## config.mk

```make
export PLATFORM = sky130hd
export DESIGN_NAME = geq_bq_mac
export DESIGN_NICKNAME = d
export VERILOG_FILES = /design/src/design/graphic_eq_biquad_cascade_unit_assert.svh /design/src/design/geq_bq_pkg.sv /design/src/design/geq_bq_mac.sv
export SDC_FILE = /design/constraint.sdc
export NUM_CORES = 2
export LEC_CHECK = 0
export ABC_AREA = 1
export BUFFER_PORTS_ARGS = -buffer_cell sky130_fd_sc_hd__buf_2
export CAP_MARGIN = 5
export CORE_MARGIN = 3
export CORE_UTILIZATION = 34
export DETAILED_ROUTE_END_ITERATION = 6
export HOLD_SLACK_MARGIN = 0.02
export PLACE_DENSITY = 0.59
export SYNTH_ARGS = -nofsm -noshare
export SYNTH_HDL_FRONTEND = slang
export SYNTH_SLANG_ARGS = --single-unit
```

## constraint.sdc

```tcl
create_clock -name aclk -period 8.65 [get_ports aclk]
set_input_delay 0.865 -clock aclk [delete_from_list [all_inputs] [get_ports aclk]]
set_output_delay 0.865 -clock aclk [all_outputs]
set_load 0.01 [all_outputs]
```

## src/design/graphic_eq_biquad_cascade_unit_assert.svh

```systemverilog
// assertion macros for the biquad cascade equalizer
`ifndef GRAPHIC_EQ_BIQUAD_CASCADE_UNIT_ASSERT_SVH
`define GRAPHIC_EQ_BIQUAD_CASCADE_UNIT_ASSERT_SVH

// implication checked on every clock edge outside reset
`define GEQ_ASSERT_IMP(label, clk, rstn, ante, cons, msg) \
    label: assert property (@(posedge clk) disable iff (!rstn) (ante) |-> (cons)) \
        else $error(msg);

// next-cycle implication checked outside reset
`define GEQ_ASSERT_NEXT(label, clk, rstn, ante, cons, msg) \
    label: assert property (@(posedge clk) disable iff (!rstn) (ante) |=> (cons)) \
        else $error(msg);

`endif

```

## src/design/geq_bq_pkg.sv

```systemverilog
// shared types and constants for the biquad cascade equalizer
`timescale 1ns / 1ps
package geq_bq_pkg;
    localparam int BANDS          = 10;
    localparam int COEF_FRAC_BITS = 20;
    localparam int ENABLE_BITS    = 10;
    localparam int COEF_W         = 24;
    localparam int HIST_W         = 32;
    localparam int BAND_W         = 4;
    localparam int COEF_DEPTH     = BANDS * 5;
    localparam int HIST_DEPTH     = BANDS * 4;
    localparam int COEF_AW        = $clog2(COEF_DEPTH);
    localparam int HIST_AW        = $clog2(HIST_DEPTH);
    localparam int ACC_W          = 64;

    localparam logic [2:0] COEF_A0 = 3'd0;
    localparam logic [2:0] COEF_A1 = 3'd1;
    localparam logic [2:0] COEF_A2 = 3'd2;
    localparam logic [2:0] COEF_B1 = 3'd3;
    localparam logic [2:0] COEF_B2 = 3'd4;

    localparam logic FUNC_AUDIO = 1'b0;
    localparam logic FUNC_COEF  = 1'b1;

    typedef enum logic [3:0] {
        ST_IDLE, ST_CLEAR, ST_BAND, ST_RD, ST_MAC, ST_MACW, ST_SCALE, ST_WB, ST_OUT
    } geq_state_t;

    // one product request from the sequencer to the mac
    typedef struct packed {
        logic clear;
        logic en;
        logic sub;
    } geq_mac_ctl_t;
endpackage

```

## src/design/geq_bq_mac.sv

```systemverilog
// multiply-accumulate unit, product registered before accumulation
`timescale 1ns / 1ps
module geq_bq_mac
    import geq_bq_pkg::*;
(
    input  logic                     aclk,
    input  geq_mac_ctl_t             ctl,
    input  logic signed [COEF_W-1:0] coef,
    input  logic signed [HIST_W-1:0] data,
    output logic signed [ACC_W-1:0]  acc
);
    logic signed [COEF_W+HIST_W-1:0] prod_reg;
    logic                            pen_reg;
    logic                            psub_reg;
    logic signed [ACC_W-1:0]         acc_reg;
    logic signed [ACC_W-1:0]         pext;

    assign pext = ACC_W'(prod_reg);

    always_ff @(posedge aclk) begin
        prod_reg <= coef * data;
        pen_reg  <= ctl.en;
        psub_reg <= ctl.sub;
        if (ctl.clear) begin
            acc_reg <= '0;
        end else if (pen_reg) begin
            acc_reg <= psub_reg ? acc_reg - pext : acc_reg + pext;
        end
    end
    assign acc = acc_reg;
endmodule

```

# ---- After elaboration in Yosys (flattened, before gate mapping)
# Cells that the tools add are included.
dict set report op_classes {
  multipliers 1
  muxes 1
  n_addsub 2
}
# operator count
set op_table {}
lappend op_table {{64-bit by 56-bit adder with 64-bit output} 1}
lappend op_table {{64-bit 2-to-1 mux} 1}
lappend op_table {{64-bit by 56-bit subtractor with 64-bit output} 1}
lappend op_table {{24-bit by 32-bit multiplier with 56-bit output} 1}
dict set report totals {
  wordCells 8
  regBits 122
  inputBits 60
  output_inout_bits 64
}

# ---- Longest topological paths before layout
dict set report depth {
  word_depth 2
  ltp_mapped 31
  depth_no_buf 31
}

# ---- Least setup slack after synthesis
# Ideal clock, no wire load.
dict set report synth_path {
  path_type {input -> register}
  startpoint {input port data[31]}
  endpoint {register prod_reg[54]}
  setup_slack_ps 1752
  stages 22
  t_required_ps 8578
  arrival_time_ps 6827
  setup_time_ps 72
  path_cell_list {clkbuf_1 -> nand2_1 -> inv_1 -> fa_1 -> fa_1 -> inv_1 -> fa_1 -> inv_1 -> fa_1 -> fa_1 -> inv_1 -> fa_1 -> inv_1 -> fa_1 -> ha_1 -> inv_1 -> nor3_1 -> inv_1 -> nor4_1 -> nand3_1 -> nand3_1 -> xor2_1}
}
dict set report synth_via {
  elab_chain_cells 1
}
# item line_no
set synth_rtl {}
lappend synth_rtl {{start: declaration} geq_bq_mac.sv:9} ;# input logic signed [HIST_W-1:0] data,
lappend synth_rtl {{24-bit by 32-bit multiplier with 56-bit output} geq_bq_mac.sv:21} ;# prod_reg <= coef * data;
lappend synth_rtl {{end signal: assignment} geq_bq_mac.sv:21}
lappend synth_rtl {{end: declaration} geq_bq_mac.sv:12} ;# logic signed [COEF_W+HIST_W-1:0] prod_reg;
# No other way between the ends.
# A chain may end at the register's enable or synchronous reset.

# ---- Worst setup path in the final report
dict set report layout_path {
  startpoint {input port coef[6]}
  endpoint {register prod_reg[34]}
}
dict set report layout_via {
  elab_chain_cells 1
}
# item line_no
set layout_rtl {}
lappend layout_rtl {{start: declaration} geq_bq_mac.sv:8} ;# input logic signed [COEF_W-1:0] coef,
lappend layout_rtl {{24-bit by 32-bit multiplier with 56-bit output} geq_bq_mac.sv:21}
# No other way between the ends.

==> metrics.yaml <==
path_delay_family: "adder cells"
ys_top_cells_by_count: "1483 x inv_1, 1335 x nand2_1, 784 x fa_1, 445 x nor2_1, 214 x ha_1"
ys_types: 48
cap_viol_max_count: 0
hold_start: "acc[63]"
slew_headroom_pct: 30.1
synth-seq-cells: 122
tightest_slew_ps: 1050
timing.rr.end: "acc[58]"
critPathMaxStageDelay_ps: 580
critPathLaunchType: "input port"
synthToLayoutAreaGrowth_pct: 6.76
grt_pass1_wl_mm: 195
finalWorstSetupSlack_ps: 1290
post-place-ws_ps: 878
synth_area_leaders: "fa_1 41%, inv_1 14%, nand2_1 13%"
ff2ff_path_depth: 19
holdPathEnd: "acc[63]"
hold_viol: 0
gp_routability_congestion: 0.942
path_common_cell: "fa_1"
grt_max_degree: 88
top_usage_layer: "met2"
wirelength_mm: 124
grt_overflow_total: 0
skew_ps: 18.4
crit_required_ps: 8950
final.setup.tns_ps: 0
reg2reg_from: "prod_reg[9]"
grt_use_met2_pct: 36.5
syn_inst: 5330
final_core_util_pct: 36.9
rsz0062_at_grt: "false"
dieArea_mm2: 0.118
die_y_um: 343
synthArstFlopShare_pct: 0
synth_top_cell_by_area: "fa_1"
synth_top_area_share_pct: 40.7
synthFlopType: "dfxtp_1"
detail_route.wl_per_cell_um: 18.1
cts_hold_buffers: 0
cts_setup_buffers: 0
ioPinCount: 124
drtIter0Drc: 2211
largest_reg_flops: 64
cts_root_buf: "clkbuf_16"
crit_fanout: 27
grt_pass1_vias: 34300
syn_avg_cell_area_um2: 7.24
hold_depth: 2
status: "finished, final reports clean"
hold_path_class: "flop to flop"
grtUsageMet1_pct: 29.3
max_clock_freq_ghz: 0.136
dr.pass1.iters: 6
drive_gt1_share_pct: 4.85
r2r_slack_ps: 4130
fin_nets: 6392
numPortBuffers: 123
syn-num-nets: 6388
grt.total_usage_pct: 21.5
report.final.slew_viol_count: 0
setup_violations: 0
ys_warn_count: 0
met3_usage_pct: 2.29
cts_tree: "yes"
drc_errors: 0
syn-cell-area_mm2: 0.0386
endpoint_kind: "flop"
postRouteAntennaNets: 0
post-route-period-util_pct: 85.1
rows: 122
cts_resized: 0
core_area_mm2: 0.112
layout_min_cycle_time_ps: 7360
cts_buffers: 17
worstPathArrival_ps: 7670
num-fill-cells: 11900
yosysSeqAreaShare_pct: 6.33
worst-path-buf-inv: 7
die_w_um: 343
synth-edff-count: 0
hpwl_mm: 102
insertion_delay_ps: 450
synth_most_common_cell: "inv_1"
cts_sinks: 122
via_per_inst: 4.74
vias: 32400
clkTransAtPathRegs_ps: 60
timing_worst_setup_path_type: "input port to flop"
start_util_pct: 34.6
antenna_found_initial: 1
htreeDepth: 4
crit_chain: "buf_2 > buf_4 > nand2_1 > fa_1 > inv_1 > fa_1 > inv_1 > fa_1 > fa_1 > inv_1 > fa_1 > fa_1 > inv_1 > fa_1 > inv_1 > ha_1 > a21oi_1 > o21ai_0 > a21boi_0 > nand2_1 > a21oi_1 > o21bai_1 > xor2_1"
critical-path-slowest-cell: "fa_1"
clock_path_buffers: 2
[logic make-up after synthesis]
kind of cell	share of synthesized area (%)
adders and majority gates	47.6
DFF	6.33
xor gates and xnor gates	2.97
AOI/OAI and AO/OA	5.57
and+or+nand+nor	21.3
buffers and inverters	16.2
[routing by layer]
layer	part of all wire, %	wire [um]	up-vias
met1	45	55200	15900
met5	0	0	-
met4	2.3	2870	0
met2	47	58600	989
met3	5.7	7050	144
li1	-	-	15300
[worst max path at each step]
stage,start,to,slack (ps),cells past startpoint
3_3_place_gp,coef[6],prod_reg[34],750,23
2_1_floorplan,data[31],prod_reg[54],1750,22
5_1_grt,coef[6],prod_reg[34],1000,23
6_report,coef[6],prod_reg[34],1290,23
3_5_place_dp,coef[6],prod_reg[34],880,23
4_1_cts,coef[6],prod_reg[34],1350,23
[per-stage QoR]
| stage | area, um^2 | cells | hold WS [ps] |
|---|---|---|---|
| after CTS | 41200 | 6832 | 493 |
| final | 41200 | 6833 | 509 |
| after detailed placement | 40600 | 6803 | 507 |
| after global routing | 41200 | 6832 | 499 |
| after floorplan | 38600 | 5330 | 513 |
| after global placement | 40600 | 6803 | 497 |
[area by class of cell]
cell class                      instances  area, um^2  share of cell area, %
Multi-Input combinational cell       3539       29900                   72.5
Inverter                             1504        5650                   13.7
Sequential cell                       122        2450                   5.94
Tap cell                             1488        1860                   4.52
Timing Repair Buffer                  150         818                   1.99
Clock buffer                           21         470                   1.14
Clock inverter                          8        72.6                  0.176
Antenna cell                            1        2.50                0.00607
[cell usage in the layout, fill, tap and decap left out, drive strengths merged, types with 3 or more instances in the layout]
cell and count:
dfxtp 122, and3 4, o21bai 33, inv 1503, o31ai 4, xnor2 40
a21boi 7, clkinvlp 3, clkinv 5, nand3 135, o21a 9, nor3 35
nor4 11, nand4 28, a21oi 151, a31oi 17, nand3b 3, o221ai 4
or2 10, ha 214, nand2 1345, buf 150, clkbuf 21, nor2 460
a21o 12, o21ai 131, fa 784, o211ai 7, xor2 91
[worst min-delay path, cell delays in order, from the launching register on]
cell and delay, ps:
dfxtp_1 340, nand2_1 70, a21oi_1 60
Power is not shown: default switching activity piles up to over one toggle a cycle in this logic, so the estimate is an artifact.
